### src/hw/rtl/umpq_pkg.sv
// Shared definitions for the unsorted max priority queue.
// Holds the default capacity, result status codes and the controller/datapath bundles.
// No dependencies.
`default_nettype none

package umpq_pkg;

	localparam int unsigned CAPACITY_DEF = 16;

	typedef enum logic [1:0] {
		ST_OK    = 2'd0,
		ST_EMPTY = 2'd1,
		ST_FULL  = 2'd2
	} status_t;

	localparam logic FUNC_INSERT = 1'b0;
	localparam logic FUNC_DELMAX = 1'b1;

	// controller -> datapath
	typedef struct packed {
		logic capture;     // latch request payload
		logic decide;      // pick result status, perform insert
		logic scan_start;  // read entry 0, reset scan pointers
		logic scan_step;   // compare one entry, read the next
		logic shift_start; // aim compaction at the slot after the winner
		logic shift_step;  // move one entry down by one slot
		logic res_load;    // load the result register
	} cmd_t;

	// datapath -> controller
	typedef struct packed {
		logic is_del;
		logic empty;
		logic scan_last;
		logic shift_done;
		logic res_free;
	} stat_t;

endpackage

`default_nettype wire

### src/hw/rtl/umpq_ctrl.sv
// Sequencer for the unsorted max priority queue.
// Depends on umpq_pkg (cmd_t, stat_t).
`default_nettype none

module umpq_ctrl
	import umpq_pkg::*;
(
	input  wire   clk,
	input  wire   arst_n,
	input  wire   req_valid,
	output logic  req_stall,
	input  stat_t st,
	output cmd_t  cmd
);

	typedef enum logic [4:0] {
		S_IDLE  = 5'b00001,
		S_EXEC  = 5'b00010,
		S_SCAN  = 5'b00100,
		S_SHIFT = 5'b01000,
		S_FIN   = 5'b10000
	} state_t;

	state_t state_q, state_nx;

	always_ff @(posedge clk or negedge arst_n) begin
		if (!arst_n) begin
			state_q <= S_IDLE;
		end else begin
			state_q <= state_nx;
		end
	end

	assign req_stall = (state_q != S_IDLE);

	always_comb begin
		state_nx = state_q;
		cmd      = '0;
		case (state_q)
			S_IDLE: begin
				if (req_valid) begin
					cmd.capture = 1'b1;
					state_nx    = S_EXEC;
				end
			end
			S_EXEC: begin
				cmd.decide = 1'b1;
				if (st.is_del && !st.empty) begin
					cmd.scan_start = 1'b1;
					state_nx       = S_SCAN;
				end else begin
					state_nx = S_FIN;
				end
			end
			S_SCAN: begin
				cmd.scan_step = 1'b1;
				if (st.scan_last) begin
					cmd.shift_start = 1'b1;
					state_nx        = S_SHIFT;
				end
			end
			S_SHIFT: begin
				cmd.shift_step = 1'b1;
				if (st.shift_done) begin
					state_nx = S_FIN;
				end
			end
			S_FIN: begin
				if (st.res_free) begin
					cmd.res_load = 1'b1;
					state_nx     = S_IDLE;
				end
			end
			default: begin
				state_nx = S_IDLE;
			end
		endcase
	end

endmodule

`default_nettype wire

### src/hw/rtl/umpq_dp.sv
// Datapath for the unsorted max priority queue: entry memory, scan and
// compaction pointers, running maximum and result register.
// Depends on umpq_pkg.
`default_nettype none

module umpq_dp
	import umpq_pkg::*;
#(
	parameter int unsigned CAPACITY = CAPACITY_DEF
) (
	input  wire                clk,
	input  wire                arst_n,
	input  cmd_t               cmd,
	output stat_t              st,
	input  wire                func,
	input  wire signed [31:0]  value_in,
	input  wire signed [31:0]  prio_in,
	output logic               res_valid,
	input  wire                res_stall,
	output logic signed [31:0] value_out,
	output logic signed [31:0] prio_out,
	output logic [1:0]         status,
	output logic [4:0]         occupancy
);

	localparam int unsigned AW = (CAPACITY > 1) ? $clog2(CAPACITY) : 1;
	localparam int unsigned CW = $clog2(CAPACITY + 1);

	logic [63:0]   mem [CAPACITY];
	logic [63:0]   rdata_s1;

	logic          func_q;
	logic [31:0]   val_q;
	logic [31:0]   prio_q;
	logic [CW-1:0] cnt_q;
	logic [CW-1:0] sp_q;
	logic [AW-1:0] cp_q;
	logic [AW-1:0] best_idx_q;
	logic [63:0]   best_q;
	logic [AW-1:0] wa_q;
	logic          wpend_q;
	status_t       st_q;

	logic          res_valid_q;
	logic [31:0]   res_val_q;
	logic [31:0]   res_prio_q;
	logic [1:0]    res_st_q;
	logic [CW-1:0] res_occ_q;
	logic [CW+4:0] occ_ext;

	logic          full;
	logic          empty;
	logic          take;
	logic [AW-1:0] best_idx_nx;
	logic          sp_in;
	logic          rd_en;
	logic [AW-1:0] rd_addr;
	logic          we;
	logic [AW-1:0] wr_addr;
	logic [63:0]   wr_data;
	logic          del_ok;

	assign full  = (cnt_q == CW'(CAPACITY));
	assign empty = (cnt_q == '0);
	assign sp_in = (sp_q < cnt_q);

	// first entry seeds the maximum; later ones win only on strictly larger priority
	assign take = (cp_q == '0) || ($signed(rdata_s1[63:32]) > $signed(best_q[63:32]));
	assign best_idx_nx = take ? cp_q : best_idx_q;

	always_comb begin
		rd_en   = 1'b0;
		rd_addr = sp_q[AW-1:0];
		if (cmd.scan_start) begin
			rd_en   = 1'b1;
			rd_addr = '0;
		end else if ((cmd.scan_step || cmd.shift_step) && sp_in) begin
			rd_en = 1'b1;
		end
	end

	always_comb begin
		we      = 1'b0;
		wr_addr = wa_q;
		wr_data = rdata_s1;
		if (cmd.decide && (func_q == FUNC_INSERT) && !full) begin
			we      = 1'b1;
			wr_addr = cnt_q[AW-1:0];
			wr_data = {prio_q, val_q};
		end else if (cmd.shift_step && wpend_q) begin
			we = 1'b1;
		end
	end

	always_ff @(posedge clk) begin
		if (we) begin
			mem[wr_addr] <= wr_data;
		end
		if (rd_en) begin
			rdata_s1 <= mem[rd_addr];
		end
	end

	// payload and scan registers
	always_ff @(posedge clk) begin
		if (cmd.capture) begin
			func_q <= func;
			val_q  <= value_in;
			prio_q <= prio_in;
		end
		if (cmd.decide) begin
			if (func_q == FUNC_DELMAX) begin
				st_q <= empty ? ST_EMPTY : ST_OK;
			end else begin
				st_q <= full ? ST_FULL : ST_OK;
			end
		end
		if (cmd.scan_start) begin
			sp_q <= CW'(1);
			cp_q <= '0;
		end else if (cmd.scan_step) begin
			if (take) begin
				best_q <= rdata_s1;
			end
			best_idx_q <= best_idx_nx;
			cp_q       <= cp_q + AW'(1);
			if (cmd.shift_start) begin
				sp_q <= CW'(best_idx_nx) + CW'(1);
			end else begin
				sp_q <= sp_q + CW'(1);
			end
		end else if (cmd.shift_step && sp_in) begin
			wa_q <= AW'(sp_q - CW'(1));
			sp_q <= sp_q + CW'(1);
		end
	end

	assign del_ok = (func_q == FUNC_DELMAX) && (st_q == ST_OK);

	always_ff @(posedge clk or negedge arst_n) begin
		if (!arst_n) begin
			cnt_q       <= '0;
			wpend_q     <= 1'b0;
			res_valid_q <= 1'b0;
		end else begin
			if (cmd.decide && (func_q == FUNC_INSERT) && !full) begin
				cnt_q <= cnt_q + CW'(1);
			end else if (cmd.res_load && del_ok) begin
				cnt_q <= cnt_q - CW'(1);
			end
			if (cmd.shift_start) begin
				wpend_q <= 1'b0;
			end else if (cmd.shift_step) begin
				wpend_q <= sp_in;
			end
			if (cmd.res_load) begin
				res_valid_q <= 1'b1;
			end else if (!res_stall) begin
				res_valid_q <= 1'b0;
			end
		end
	end

	always_ff @(posedge clk) begin
		if (cmd.res_load) begin
			res_val_q  <= del_ok ? best_q[31:0] : '0;
			res_prio_q <= del_ok ? best_q[63:32] : '0;
			res_st_q   <= st_q;
			res_occ_q  <= del_ok ? (cnt_q - CW'(1)) : cnt_q;
		end
	end

	assign occ_ext   = (CW + 5)'(res_occ_q);
	assign res_valid = res_valid_q;
	assign value_out = res_val_q;
	assign prio_out  = res_prio_q;
	assign status    = res_st_q;
	assign occupancy = occ_ext[4:0];

	assign st.is_del     = (func_q == FUNC_DELMAX);
	assign st.empty      = empty;
	assign st.scan_last  = (CW'(cp_q) == (cnt_q - CW'(1)));
	assign st.shift_done = !sp_in && !wpend_q;
	assign st.res_free   = !res_valid_q || !res_stall;

endmodule

`default_nettype wire

### src/hw/rtl/unsorted_max_priority_queue.sv
// Unsorted max priority queue, top level; depends on umpq_pkg, umpq_ctrl, umpq_dp.
// Insert, and delete on an empty queue, go through capture, decide and result load.
// Delete-max on N held entries scans all N entries with one memory read per cycle,
// then entries behind the winner move down one per cycle.
// One request at a time; the next is taken once the result sits in the output register.
// Reset (arst_n low) empties the queue and drops any pending result; memory is not cleared.
`default_nettype none

module unsorted_max_priority_queue
	import umpq_pkg::*;
#(
	parameter int unsigned CAPACITY = CAPACITY_DEF
) (
	input  wire                clk,
	input  wire                arst_n,
	// request channel
	input  wire                req_valid,
	output logic               req_stall,
	input  wire                func,
	input  wire signed [31:0]  value_in,
	input  wire signed [31:0]  prio_in,
	// result channel
	output logic               res_valid,
	input  wire                res_stall,
	output logic signed [31:0] value_out,
	output logic signed [31:0] prio_out,
	output logic [1:0]         status,
	output logic [4:0]         occupancy
);

	cmd_t  cmd;
	stat_t st;

	// Controller: sequence capture, decide, scan, compaction and result load.
	umpq_ctrl u_ctrl (
		.clk       (clk),
		.arst_n    (arst_n),
		.req_valid (req_valid),
		.req_stall (req_stall),
		.st        (st),
		.cmd       (cmd)
	);

	// Datapath: hold entries in arrival order, track the running maximum
	// (earliest wins on ties), close the gap, and hold the result until taken.
	umpq_dp #(
		.CAPACITY (CAPACITY)
	) u_dp (
		.clk       (clk),
		.arst_n    (arst_n),
		.cmd       (cmd),
		.st        (st),
		.func      (func),
		.value_in  (value_in),
		.prio_in   (prio_in),
		.res_valid (res_valid),
		.res_stall (res_stall),
		.value_out (value_out),
		.prio_out  (prio_out),
		.status    (status),
		.occupancy (occupancy)
	);

endmodule

`default_nettype wire
### config.mk
export PLATFORM = sky130hd
export DESIGN_NAME = unsorted_max_priority_queue
export DESIGN_NICKNAME = d
export VERILOG_FILES = /design/src/hw/rtl/umpq_pkg.sv /design/src/hw/rtl/umpq_ctrl.sv /design/src/hw/rtl/umpq_dp.sv /design/src/hw/rtl/unsorted_max_priority_queue.sv
export SDC_FILE = /design/constraint.sdc
export NUM_CORES = 2
export LEC_CHECK = 0
export BUFFER_PORTS_ARGS = -buffer_cell sky130_fd_sc_hd__buf_2
export CORE_AREA = 2 2 594 360
export CTS_BUF_LIST = sky130_fd_sc_hd__clkbuf_4 sky130_fd_sc_hd__clkbuf_8
export DETAILED_ROUTE_END_ITERATION = 10
export DIE_AREA = 0 0 596 362
export PLACE_DENSITY_LB_ADDON = 0.3
export SETUP_SLACK_MARGIN = 0.4
export SYNTH_ARGS = -nofsm -noshare
export SYNTH_HDL_FRONTEND = slang
export SYNTH_HIERARCHICAL = 1
export SYNTH_SLANG_ARGS = --single-unit
### constraint.sdc
create_clock -name clk -period 13.75 [get_ports clk]
set_input_delay 1.375 -clock clk [delete_from_list [all_inputs] [get_ports clk]]
set_output_delay 1.375 -clock clk [all_outputs]
set_load 0.05 [all_outputs]
==> implementation parameters <==
Parameter                              Value

Status
  Result of the run ... finished clean

Timing
  Worst Hold Margin ... 0.393 ns
  Final Critical Period ... 4.79 ns
  Finish-stage setup viols ... 0
  Transition time at the pin with the least slew margin ... between 1 and 1.5 ns
  Relative slew slack ... 0.220
  Fmax ... roughly 210 MHz
  Period Utilization, post-route ... 0.348
  Hold violation count in the final report ... 0
  Final max-slew violation count ... 0
  Final setup skew ... around 0.052 ns
  Final TNS setup ... 0 ns
  RSZ-0062 raised after global routing ... false

Cells and area
  Antenna cell count ... 0
  Number of nets in the final layout ... about 3800
  Final Util ... 0.286
  Fraction of final layout cells sized beyond drive strength 1 ... 0.183
  Area growth from synthesis to layout ... 15.3%

Setup path
  Kind of launch point of the worst setup path ... flip-flop
  Worst EP arrival ... 5.24 ns
  Worst Reg-to-Reg Cells ... 9
  Class of the most critical setup path ... flip-flop to flip-flop
  Kind of end point of the critical path ... flip-flop
  Required time of the critical path ... around 14 ns
  Maximum fanout encountered on the critical timing path ... just over 40

GRT
  Tot GR Track Use ... 0.139
  Largest net degree at the start of global routing ... roughly 120
  Vias in the first global route ... ~30000
  Global-route wire length before repair ... between 200 and 250 mm
  Number of antenna violations at the first check in global routing ... 6
  Total overflow reported by the global router ... 0

Clocking
  Clock tree from TritonCTS ... done
  Clock transition at the registers of the reported paths ... approximately 0.070 ns
  Setup bufs post-CTS ... 0
  Count of clock tree sinks ... 1319
  Buffer type at the clock tree root ... clkbuf_8
  Clock latency on the worst-skew pair ... ~0.88 ns
  Buffer levels on the longest clock path ... 4
  Num CTS Buffers ... slightly above 200
  Count of instances resized after the clock tree is built ... 0
  Number of hold-repair buffers added at the cts stage ... 0
  # H-tree levels ... 4

Power
  Static Leak ... ~20 nW
  Power density cells ... approximately 190 nW/um2
  Worst-case vdd ir drop ... 0.139 mV

Floorplan
  Initial Utilization ... 0.248
  Number of ports placed on the die boundary ... 142
  Overall die height ... 362 um
  Horizontal die dimension ... approximately 600 um
  Number of placement rows ... 131
  Die outline area ... roughly 220000 um2
  Placeable core region ... around 210000 um2

Synthesis
  Proportion of synthesized flip-flops having asynchronous set or reset ... 0.00910
  Synthesis Warnings ... 6
  Number of distinct library cell variants in the gate-level netlist after synthesis ... 64
  Portion of the post-synthesis area used by sequential elements ... 0.753
  Instance count of the mapped netlist ... 3467
  Most used DFF post-synth ... edfxtp_1
  Yosys top cell area share ... 0.744
  Ranking of synthesized cells by area ... edfxtp_1, mux2i_1, nand2_1, mux2_2, a21oi_1
  Cell area after synthesis ... about 52000 um2
  Post-synthesis average cell area ... 15.1 um2
  Flip-flop and latch count after synthesis ... around 1300
  Library cell with the largest summed area after synthesis ... edfxtp_1
  Number of synthesized flops with an enable pin ... ~1300
  Post-synthesis net count ... approximately 3600

Route
  Total wirelength of the detailed-routed design ... around 150 mm
  Drt initial violations ... 2820
  Vias ... ~30000
  Remaining antenna violation count after routing ... 0
  Per-cell routed wire length ... around 23 um
  Routed vias/inst ... around 4.6
  Number of search-and-repair iterations in the first detailed-routing pass ... 8
  Total DRC errors in the routed layout ... 0

Placed design
  Sum of net half-perimeters after detailed placement ... 82.6 mm
  # port buffers ... 141
  Final GP Congestion ... ~0.77

Min path
  Min-delay worst type ... input pin to async pin

Flow run
  Max-cap violations ... 0
## cell type report
cell class              count  area (um2)
repair buffers            212        1250
multi-input cells        1881       12100
inverters                  52         198
clock buffers             285        3450
well taps                2793        3490
fillers                 21200      150000
clock inverters            62         417
flip-flops and latches   1319       39500
## state kept, by name, indices dropped and copies added (netlist names), 5 cells and up
signal          flops
u_dp/occupancy      5
u_dp/prio_q        32
u_dp/rdata_s1      64
u_dp/cnt_q          5
u_dp/prio_out      32
u_dp/sp_q           5
u_dp/val_q         32
u_dp/best_q        64
u_dp/value_out     32
u_ctrl/state_q      5
u_dp/mem         1024
## placed cells by master, fill, tap and decap left out, drive strengths merged, types with 9 or more instances in the layout
cell,netlist,final
edfxtp,1298,1298
nand2,472,472
clkbuf,157,285
a21oi,219,219
buf,58,212
mux2i,196,196
o21ai,141,141
mux2,129,129
nor2,117,117
nor3,76,76
nand3,72,72
a22oi,67,67
o31ai,67,67
and2,67,67
o221ai,65,65
a211oi,65,65
clkinv,0,54
inv,52,50
ha,43,43
xnor2,12,12
dfrtp,11,11
nand2b,11,11
nand4,9,9
dfxtp,9,9
## per-layer routing
metal / global-route usage / part of all wire / vias to the layer above / wire length (um)
met2: 0.206 / 0.43 / 967 / 66300
met3: 0.0257 / 0.060 / 217 / 9170
met5: 0 / 0 / - / 0
met4: 0.0330 / 0.021 / 0 / 3160
li1: - / - / 13600 / -
met1: 0.207 / 0.49 / 15700 / 75200
## worst max-delay path: stages, from the launching register on
cell      delay, ns
dfrtp_1        0.50
inv_1          0.15
ha_1           0.31
nand3_1        0.18
nand3b_1       0.12
buf_4          0.57
mux2i_1        0.25
or2_2          0.45
nor2_4         0.90
buf_4          0.82
## final timing paths
path,endpoint,slack [ns],from
max in group asynchronous,u_ctrl/state_q[0],13.05,arst_n
max reg2reg,u_dp/mem[15][45],8.96,u_dp/cnt_q[0]
min reg2reg,u_dp/status[0],0.49,u_dp/st_q[0]
max,u_dp/mem[15][45],8.96,u_dp/cnt_q[0]
min,u_dp/cnt_q[0],0.39,arst_n
min in group clk,u_dp/status[0],0.49,u_dp/st_q[0]
## power breakdown
part / total, mW / switching [mW] / leakage (nW) / internal, mW
Combinational: 3.13 / 2.18 / 6.03 / 0.950
Sequential: 5.04 / 0.148 / 12.0 / 4.90
Clock: 3.25 / 1.54 / 2.04 / 1.71
## per-stage QoR
step	setup slack (ns)	power, mW	instances	instance area (um2)
2_1_floorplan	6.67	7.09	3467	52400
3_3_place_gp	9.01	8.24	6257	56500
3_5_place_dp	8.96	8.26	6257	56500
4_1_cts	8.91	11.5	6604	60400
5_1_grt	8.72	12.0	6604	60400
6_report	8.96	11.4	6604	60400
## Yosys cell counts, drive strengths merged (8+ instances only)
cell type  number
nand4           9
o21ai         141
mux2i         196
a22oi          67
nand2         472
clkbuf        157
nor2          117
and2           67
xor2            8
o221ai         65
inv            52
mux2          129
buf            58
nor3           76
nand2b         11
dfxtp           9
dfrtp          11
nand3          72
a211oi         65
edfxtp       1298
o31ai          67
ha             43
a21oi         219
xnor2          12
## cell families (layout without fill, tap and decap cells)
family          Yosys count  after routing  synth area share
simple gates            847            847            0.0709
buf+inv                 267            611            0.0195
fa+ha+maj                43             43            0.0103
mux                     325            325            0.0652
xor+xnor                 20             20           0.00334
flops                  1319           1319             0.753
compound gates          646            646            0.0774
Power figures use the tool's default switching activity.
